$ cat src/hw/rtl/hsv_to_rgb_converter_assert.svh
// Assertion macros for the colour conversion block.
`ifndef HSV_TO_RGB_CONVERTER_ASSERT_SVH
`define HSV_TO_RGB_CONVERTER_ASSERT_SVH

// Property checked on every rising clock edge outside reset.
`define HSV_ASSERT(lbl, prop, msg) \
  lbl: assert property (@(posedge clk_i) disable iff (!rst_ni) (prop)) else $error(msg);

// Condition that must never be seen outside reset.
`define HSV_ASSERT_NEVER(lbl, cond, msg) \
  `HSV_ASSERT(lbl, !(cond), msg)

`endif

$ cat src/hw/rtl/hsv2rgb_pkg.sv
`timescale 1ns / 1ps

package hsv2rgb_pkg;

  // Internal channel resolution; full scale stands for 1.0.
  localparam int unsigned CHANNEL_BITS = 8;
  localparam int unsigned CB           = CHANNEL_BITS;
  localparam logic [CB-1:0] FULL_SCALE = CB'((64'd1 << CB) - 64'd1);

  // Sector width in degrees; levels run 0 to LVL_MAX.
  localparam int unsigned LVL_W     = 6;
  localparam logic [LVL_W-1:0] LVL_MAX = LVL_W'(60);

  localparam logic [8:0] HUE_60  = 9'd60;
  localparam logic [8:0] HUE_120 = 9'd120;
  localparam logic [8:0] HUE_180 = 9'd180;
  localparam logic [8:0] HUE_240 = 9'd240;
  localparam logic [8:0] HUE_300 = 9'd300;
  localparam logic [8:0] HUE_360 = 9'd360;
  localparam logic [8:0] HUE_480 = 9'd480;

  // Common denominator of the conversion and derived widths.
  localparam int unsigned DEN      = 60 * ((1 << CB) - 1);
  localparam int unsigned TERM_W   = $clog2(DEN + 1);
  localparam int unsigned NUM_W    = CB + TERM_W;
  localparam int unsigned RECIP_SH = NUM_W + TERM_W;
  localparam int unsigned RECIP_W  = NUM_W + 1;
  localparam int unsigned PROD_W   = NUM_W + RECIP_W;
  localparam logic [RECIP_W-1:0] RECIP = RECIP_W'((64'd1 << RECIP_SH) / DEN);

  localparam int unsigned NUM_CH = 3;

  typedef logic [LVL_W-1:0]  lvl_t;
  typedef logic [TERM_W-1:0] term_t;
  typedef logic [NUM_W-1:0]  num_t;
  typedef logic [CB-1:0]     chan_t;

endpackage

$ cat src/hw/rtl/hsv_to_rgb_converter.sv
`timescale 1ns / 1ps

// HSV to RGB colour converter for a pixel stream.
// The input channel carries hue (whole degrees), saturation and brightness;
// a transaction completes on a rising edge with in_valid_i high and
// in_stall_o low. The output channel carries red, green and blue; a
// transaction completes when out_valid_o is high and out_stall_i is low.
// The datapath is a five stage pipeline: sector decode, chroma term,
// brightness product, reciprocal multiply for the division by 60 times full
// scale, and a one-step quotient correction that feeds the output register.
// One pixel is accepted every cycle while the pipeline is not stalled;
// the rate is set by the single pipeline enable.
// Each channel is truncated exactly as floor(V*(60F - S*(60-k))/(60F)).
// Reset empties the pipeline by clearing all stage valid bits; data
// registers are not reset. While a valid result is stalled by the
// receiver, the whole pipeline holds and in_stall_o is raised, so nothing
// is lost or repeated. Bubbles flow on freely when no result is waiting.
// Hue values from 360 upward are treated as the last sector.
module hsv_to_rgb_converter (
  input  logic       clk_i,
  input  logic       rst_ni,
  input  logic       in_valid_i,
  output logic       in_stall_o,
  input  logic [8:0] hue_i,
  input  logic [7:0] saturation_i,
  input  logic [7:0] brightness_i,
  output logic       out_valid_o,
  input  logic       out_stall_i,
  output logic [7:0] red_o,
  output logic [7:0] green_o,
  output logic [7:0] blue_o
);
  import hsv2rgb_pkg::*;

  // Stage valid bits; index 4 is the output register.
  logic [4:0] vld_q, vld_d;
  logic       en;

  // The pipeline moves only when the output register is free or taken.
  assign en         = !(vld_q[4] && out_stall_i);
  assign in_stall_o = !en;

  assign vld_d = {vld_q[3:0], in_valid_i};

  always_ff @(posedge clk_i or negedge rst_ni) begin
    if (!rst_ni) begin
      vld_q <= '0;
    end else if (en) begin
      vld_q <= vld_d;
    end
  end

  // Stage 1: clamp the fractions, reduce the hue and pick the levels.
  chan_t            s_sat, v_sat;
  logic [8:0]       h_red;
  logic [6:0]       r120;
  logic [6:0]       hue_dist;
  lvl_t             t_lvl;
  lvl_t [NUM_CH-1:0] k_d;

  always_comb begin
    s_sat = ({24'd0, saturation_i} > 32'(FULL_SCALE)) ? FULL_SCALE : CB'(saturation_i);
    v_sat = ({24'd0, brightness_i} > 32'(FULL_SCALE)) ? FULL_SCALE : CB'(brightness_i);

    // Hue modulo 120 by selecting one subtraction.
    if (hue_i >= HUE_480) begin
      h_red = hue_i - HUE_480;
    end else if (hue_i >= HUE_360) begin
      h_red = hue_i - HUE_360;
    end else if (hue_i >= HUE_240) begin
      h_red = hue_i - HUE_240;
    end else if (hue_i >= HUE_120) begin
      h_red = hue_i - HUE_120;
    end else begin
      h_red = hue_i;
    end
    r120     = h_red[6:0];
    hue_dist = (r120 >= 7'(HUE_60)) ? (r120 - 7'(HUE_60)) : (7'(HUE_60) - r120);
    t_lvl    = LVL_MAX - hue_dist[LVL_W-1:0];

    // Levels listed as blue, green, red; index 0 is red, 1 green, 2 blue.
    if (hue_i < HUE_60) begin
      k_d = {lvl_t'(0), t_lvl, LVL_MAX};
    end else if (hue_i < HUE_120) begin
      k_d = {lvl_t'(0), LVL_MAX, t_lvl};
    end else if (hue_i < HUE_180) begin
      k_d = {t_lvl, LVL_MAX, lvl_t'(0)};
    end else if (hue_i < HUE_240) begin
      k_d = {LVL_MAX, t_lvl, lvl_t'(0)};
    end else if (hue_i < HUE_300) begin
      k_d = {LVL_MAX, lvl_t'(0), t_lvl};
    end else begin
      k_d = {t_lvl, lvl_t'(0), LVL_MAX};
    end
  end

  chan_t             s1_s_q, s1_v_q;
  lvl_t [NUM_CH-1:0] s1_k_q;

  always_ff @(posedge clk_i) begin
    if (en) begin
      s1_s_q <= s_sat;
      s1_v_q <= v_sat;
      s1_k_q <= k_d;
    end
  end

  // Stage 2: term = 60F - S*(60-k) per channel.
  term_t [NUM_CH-1:0] term_d, s2_term_q;
  chan_t              s2_v_q;

  always_comb begin
    for (int c = 0; c < NUM_CH; c++) begin
      term_d[c] = term_t'(DEN) -
                  (term_t'(s1_s_q) * term_t'(LVL_MAX - s1_k_q[c]));
    end
  end

  always_ff @(posedge clk_i) begin
    if (en) begin
      s2_term_q <= term_d;
      s2_v_q    <= s1_v_q;
    end
  end

  // Stage 3: numerator = V * term.
  num_t [NUM_CH-1:0] num_d, s3_num_q;

  always_comb begin
    for (int c = 0; c < NUM_CH; c++) begin
      num_d[c] = num_t'(s2_v_q) * num_t'(s2_term_q[c]);
    end
  end

  always_ff @(posedge clk_i) begin
    if (en) begin
      s3_num_q <= num_d;
    end
  end

  // Stage 4: quotient estimate by reciprocal; low by at most one.
  logic [NUM_CH-1:0][PROD_W-1:0] prod;
  chan_t [NUM_CH-1:0]            q0_d, s4_q0_q;
  num_t  [NUM_CH-1:0]            s4_num_q;

  always_comb begin
    for (int c = 0; c < NUM_CH; c++) begin
      prod[c] = PROD_W'(s3_num_q[c]) * PROD_W'(RECIP);
      q0_d[c] = prod[c][RECIP_SH +: CB];
    end
  end

  always_ff @(posedge clk_i) begin
    if (en) begin
      s4_q0_q  <= q0_d;
      s4_num_q <= s3_num_q;
    end
  end

  // Stage 5: bump the estimate when the remainder reaches the divisor.
  num_t  [NUM_CH-1:0] rem;
  chan_t [NUM_CH-1:0] q_d, out_q;

  always_comb begin
    for (int c = 0; c < NUM_CH; c++) begin
      rem[c] = s4_num_q[c] - (num_t'(s4_q0_q[c]) * num_t'(DEN));
      q_d[c] = s4_q0_q[c] + CB'(rem[c] >= num_t'(DEN));
    end
  end

  always_ff @(posedge clk_i) begin
    if (en) begin
      out_q <= q_d;
    end
  end

  assign out_valid_o = vld_q[4];
  assign red_o       = 8'(out_q[0]);
  assign green_o     = 8'(out_q[1]);
  assign blue_o      = 8'(out_q[2]);

`include "hsv_to_rgb_converter_assert.svh"

  // A stalled result holds its place and its value.
  `HSV_ASSERT(a_out_hold, (out_valid_o && out_stall_i) |=> (out_valid_o && $stable(red_o) && $stable(green_o) && $stable(blue_o)), "stalled result changed")
  // Valid bits advance exactly one stage whenever the pipeline moves.
  `HSV_ASSERT(a_vld_shift, en |=> (vld_q[4:1] == $past(vld_q[3:0])), "valid bit lost or duplicated")
  // The input side is stalled only behind a waiting result.
  `HSV_ASSERT_NEVER(a_stall_cause, in_stall_o && !(out_valid_o && out_stall_i), "spurious input stall")
  // A result never exceeds full scale.
  `HSV_ASSERT_NEVER(a_range, out_valid_o && ((out_q[0] > FULL_SCALE) || (out_q[1] > FULL_SCALE) || (out_q[2] > FULL_SCALE)), "channel above full scale")

endmodule
$ cat config.mk
export PLATFORM = sky130hd
export DESIGN_NAME = hsv_to_rgb_converter
export DESIGN_NICKNAME = d
export VERILOG_FILES = /design/src/hw/rtl/hsv2rgb_pkg.sv /design/src/hw/rtl/hsv_to_rgb_converter.sv
export VERILOG_INCLUDE_DIRS = /design/src /design/src/hw/rtl
export SDC_FILE = /design/constraint.sdc
export NUM_CORES = 2
export LEC_CHECK = 0
export CAP_MARGIN = 15
export CELL_PAD_IN_SITES_DETAIL_PLACEMENT = 2
export CELL_PAD_IN_SITES_GLOBAL_PLACEMENT = 2
export CORE_ASPECT_RATIO = 0.5
export CORE_UTILIZATION = 35
export DETAILED_ROUTE_END_ITERATION = 16
export DONT_BUFFER_PORTS = 1
export GPL_ROUTABILITY_DRIVEN = 0
export PLACE_DENSITY_LB_ADDON = 0.1
export SYNTH_ARGS = -nofsm -noshare
export SYNTH_HDL_FRONTEND = slang
export SYNTH_SLANG_ARGS = --single-unit
$ cat constraint.sdc
create_clock -name clk_i -period 21.2 [get_ports clk_i]
set_input_delay 1.06 -clock clk_i [delete_from_list [all_inputs] [get_ports clk_i]]
set_output_delay 1.06 -clock clk_i [all_outputs]
set_load 0.01 [all_outputs]
==> metrics.log <==
INFO  metric first_global_vias = 41.6k
INFO  metric setup_ws = 13.48 ns
INFO  metric synth.top_cell.area_share = 28.0%
INFO  metric fmaxAchievable = 0.130 GHz
INFO  metric cts_hold_buf = 0
INFO  metric hold_class = in2async
INFO  metric placed_area = 54,100 um^2
INFO  metric gr-usage-all-layers = 19.1%
INFO  metric synth_top_flop_cell = sky130_fd_sc_hd__edfxtp_1
INFO  metric finalInstanceArea = 55,400 um^2
INFO  metric dp_hpwl = 114,000 um
INFO  metric postSynthAreaPerCell = 10.0 um^2
INFO  metric wire_per_inst = 19.1 um
INFO  metric critPathCaptureType = flip-flop
INFO  metric post_synth_inst_count = 5,156
INFO  metric grt_antenna_before_repair = 3
INFO  metric core_region_area = 146,000 um^2
INFO  metric floorplan.rows = 99
INFO  metric maxCapViolCount = 0
INFO  metric synth.top_cells.by_area = sky130_fd_sc_hd__fa_1 (28%), sky130_fd_sc_hd__ha_1 (26%), sky130_fd_sc_hd__edfxtp_1 (15%)
INFO  metric worst-endpoint-required = 21.51 ns
INFO  metric tritoncts = done
INFO  metric timing_hold_violations_final = 0
INFO  metric timing.setup.critical_path_class = reg2reg
INFO  metric path_clk_slew = 0.06 ns
INFO  metric dpl_worst_slack = 13.48 ns
INFO  metric syn-num-nets = 7,003
INFO  metric yosysTopAreaCell = sky130_fd_sc_hd__fa_1
INFO  metric areaGrowthSynthToFinish = 7.13%
INFO  metric synthArstFlopShare = 1.90%
INFO  metric synth_edf_count = 258
INFO  metric fin_tns_setup = 0 ns
INFO  metric status = finished, violations left
INFO  metric netlist_area = 51,700 um^2
INFO  metric drtPass1Iterations = 11
INFO  metric timing.critical_path.from_type = flip-flop
INFO  metric globalRouteOverflowTotal = 0
INFO  metric clock_sinks = 263
INFO  metric drc_errors = 8
INFO  metric viasPerCell = 4.87
INFO  metric synthDistinctLibCells = 90
INFO  metric cp_common_cell = sky130_fd_sc_hd__ha_1
INFO  metric via_count = 34.8k
INFO  metric final_stage_net_count = 7,004
INFO  metric final.period_utilization = 36.4%
INFO  metric post_route_hold_slack = 0.149 ns
INFO  metric setup_repair_after_global_routing_missed_its_margin = false
INFO  metric failed_checks = DRC
INFO  metric critPathArrivalTime = 8.02 ns
INFO  metric clk-insertion-delay-late = 0.60 ns
INFO  metric die_height = 274 um
INFO  metric final-max-slew-violation-count = 0
INFO  metric cts-buffers-inserted = 37
INFO  metric io_pins = 55
INFO  metric slew_at_the_pin_closest_to_its_max_slew_limit = 0.957 ns
INFO  metric cp_slowest_cell = sky130_fd_sc_hd__or4_1
INFO  metric die_area = 149,000 um^2
INFO  metric initial_core_util = 35.4%
INFO  metric clock_path_buffers = 3
INFO  metric ys_ff_latch = 263
INFO  metric synth_sequential_area_ratio = 15.2%
INFO  metric htree_num_levels = 2
INFO  metric post-cts-setup-buffer-count = 0
INFO  metric path_max_fanout = 8
INFO  metric first_pass_grt_wire_length = 226,000 um
INFO  metric grt_start_max_net_pins = 60
INFO  metric port_buffer_count = 0
INFO  metric timing.final.crit_period = 7.72 ns
INFO  metric timing.final.setup_violations = 0
INFO  metric drt_wl_total = 136,000 um
INFO  metric max-slew-margin-rel = 35.5%
INFO  metric route.antenna.remaining_nets = 0
INFO  metric share_of_post_route_cells_with_drive_strength_above_1 = 2.47%
INFO  metric drt_iter0_markers = 973
INFO  metric worst_path_largest_cell_delay = 0.62 ns
INFO  metric final.setup_skew = 0.0360 ns
INFO  metric post_cts.resized_instances = 0
INFO  metric synth_warnings = 0
INFO  metric die_x = 545 um
INFO  metric cts.root.buffer_cell = sky130_fd_sc_hd__clkbuf_16
## state kept, by name, summed over array words and instances, names as in the netlist, 8 cells and up
name	cells
s3_num_q	66
s4_num_q	60
s2_term_q	42
s4_q0_q	24
s1_k_q	18
blue_o	8
green_o	8
red_o	8
s1_s_q	8
s1_v_q	8
s2_v_q	8
## worst paths after layout
check	from	end	slack, ns	cells past startpoint
worst max-delay path	s4_q0_q[10]	green_o[7]	13.48	31
worst min-delay path	rst_ni	vld_q[4]	0.15	0
worst max register to register	s4_q0_q[10]	green_o[7]	13.48	31
worst min register to register	s1_v_q[2]	s2_v_q[2]	0.43	0
max in group asynchronous	rst_ni	vld_q[2]	20.98	0
min in group clk_i	s1_v_q[2]	s2_v_q[2]	0.43	0
## kinds of logic (layout without fill, tap and decap cells)
logic type / Yosys count / count (layout) / share of synthesized area (%)
buffers and inverters: 1319 / 1349 / 9.60
XOR/XNOR: 224 / 224 / 3.87
AND/OR/NAND/NOR: 1007 / 1007 / 10.0
AO/OA/AOI/OAI: 512 / 512 / 6.47
flip-flops: 263 / 263 / 15.2
adder cells (fa/ha/maj): 1818 / 1818 / 54.5
multiplexers: 13 / 13 / 0.266
other: 0 / 1 / 0
## routing by layer
layer | track usage, % | up-vias | routed length [um]
met4 | 3.13 | 2 | 1930
li1 | - | 16506 | -
met5 | 0 | - | 12
met2 | 33.9 | 223 | 65900
met3 | 1.90 | 109 | 2820
met1 | 25.5 | 18001 | 65700
## per-stage QoR
stage                     utilization, %  instances
after floorplan                        -       5156
after global placement              37.0       7087
after global routing                37.9       7156
after CTS                           37.9       7155
final                               37.9       7156
after detailed placement            37.0       7087
## worst max-delay path, delay by kind of cell (launching register included)
| kind | cells | cell delay (ns) |
|---|---|---|
| xor+xnor | 2 | 0.23 |
| simple gates | 7 | 1.51 |
| compound gates | 13 | 2.47 |
| fa+ha+maj | 7 | 2.59 |
| buf+inv | 2 | 0.09 |
| flops | 1 | 0.54 |
## Yosys cell counts (5+ instances only)
| library cell | number |
|---|---|
| sky130_fd_sc_hd__nand2b_1 | 35 |
| sky130_fd_sc_hd__clkbuf_1 | 56 |
| sky130_fd_sc_hd__mux2_2 | 5 |
| sky130_fd_sc_hd__a21boi_0 | 20 |
| sky130_fd_sc_hd__edfxtp_1 | 258 |
| sky130_fd_sc_hd__o21a_1 | 30 |
| sky130_fd_sc_hd__and2_1 | 297 |
| sky130_fd_sc_hd__nor3b_1 | 5 |
| sky130_fd_sc_hd__mux2i_1 | 7 |
| sky130_fd_sc_hd__and3_1 | 16 |
| sky130_fd_sc_hd__xor2_1 | 76 |
| sky130_fd_sc_hd__inv_1 | 1257 |
| sky130_fd_sc_hd__a2111oi_0 | 9 |
| sky130_fd_sc_hd__o2111ai_1 | 11 |
| sky130_fd_sc_hd__nand4_1 | 26 |
| sky130_fd_sc_hd__ha_1 | 1094 |
| sky130_fd_sc_hd__a211o_1 | 8 |
| sky130_fd_sc_hd__a21oi_1 | 138 |
| sky130_fd_sc_hd__o211ai_1 | 9 |
| sky130_fd_sc_hd__nand2_1 | 280 |
| sky130_fd_sc_hd__nand3_1 | 33 |
| sky130_fd_sc_hd__or2_2 | 16 |
| sky130_fd_sc_hd__o31ai_1 | 10 |
| sky130_fd_sc_hd__fa_1 | 724 |
| sky130_fd_sc_hd__or3_1 | 18 |
| sky130_fd_sc_hd__o21bai_1 | 13 |
| sky130_fd_sc_hd__nor2_1 | 161 |
| sky130_fd_sc_hd__a21o_1 | 58 |
| sky130_fd_sc_hd__xnor2_1 | 144 |
| sky130_fd_sc_hd__o21ai_0 | 115 |
| sky130_fd_sc_hd__nor2b_1 | 44 |
| sky130_fd_sc_hd__dfrtp_1 | 5 |
| sky130_fd_sc_hd__a31oi_1 | 16 |
| sky130_fd_sc_hd__nor3_1 | 48 |
| sky130_fd_sc_hd__a211oi_1 | 17 |
| sky130_fd_sc_hd__o21ai_1 | 6 |
| sky130_fd_sc_hd__o221ai_1 | 5 |
## cell usage in the layout (no fill, tap or decap), types with 16 or more instances in the layout
cell type / n
sky130_fd_sc_hd__a21oi_1: 138
sky130_fd_sc_hd__inv_1: 1257
sky130_fd_sc_hd__o21a_1: 30
sky130_fd_sc_hd__buf_4: 24
sky130_fd_sc_hd__a211oi_1: 17
sky130_fd_sc_hd__nor2_1: 161
sky130_fd_sc_hd__and3_1: 16
sky130_fd_sc_hd__xor2_1: 76
sky130_fd_sc_hd__a31oi_1: 16
sky130_fd_sc_hd__edfxtp_1: 258
sky130_fd_sc_hd__a21boi_0: 20
sky130_fd_sc_hd__or3_1: 18
sky130_fd_sc_hd__ha_1: 1094
sky130_fd_sc_hd__nand2b_1: 35
sky130_fd_sc_hd__or2_2: 16
sky130_fd_sc_hd__nor2b_1: 44
sky130_fd_sc_hd__nand3_1: 33
sky130_fd_sc_hd__and2_1: 297
sky130_fd_sc_hd__clkbuf_16: 37
sky130_fd_sc_hd__nand4_1: 26
sky130_fd_sc_hd__nor3_1: 48
sky130_fd_sc_hd__fa_1: 724
sky130_fd_sc_hd__a21o_1: 58
sky130_fd_sc_hd__nand2_1: 279
sky130_fd_sc_hd__o21ai_0: 115
sky130_fd_sc_hd__xnor2_1: 144
## area by class of cell
type / instances / area (um^2)
Antenna cell: 1 / 2.50
Clock buffer: 39 / 933
Clock inverter: 29 / 344
Fill cell: 15652 / 90800
Inverter: 1257 / 4720
Multi-Input combinational cell: 3574 / 38900
Sequential cell: 263 / 7870
Tap cell: 1969 / 2460
Timing Repair Buffer: 24 / 180
Power is left out: the tool's default activity adds up to more than one toggle a clock period on the data nets, which glitch-free logic cannot reach.
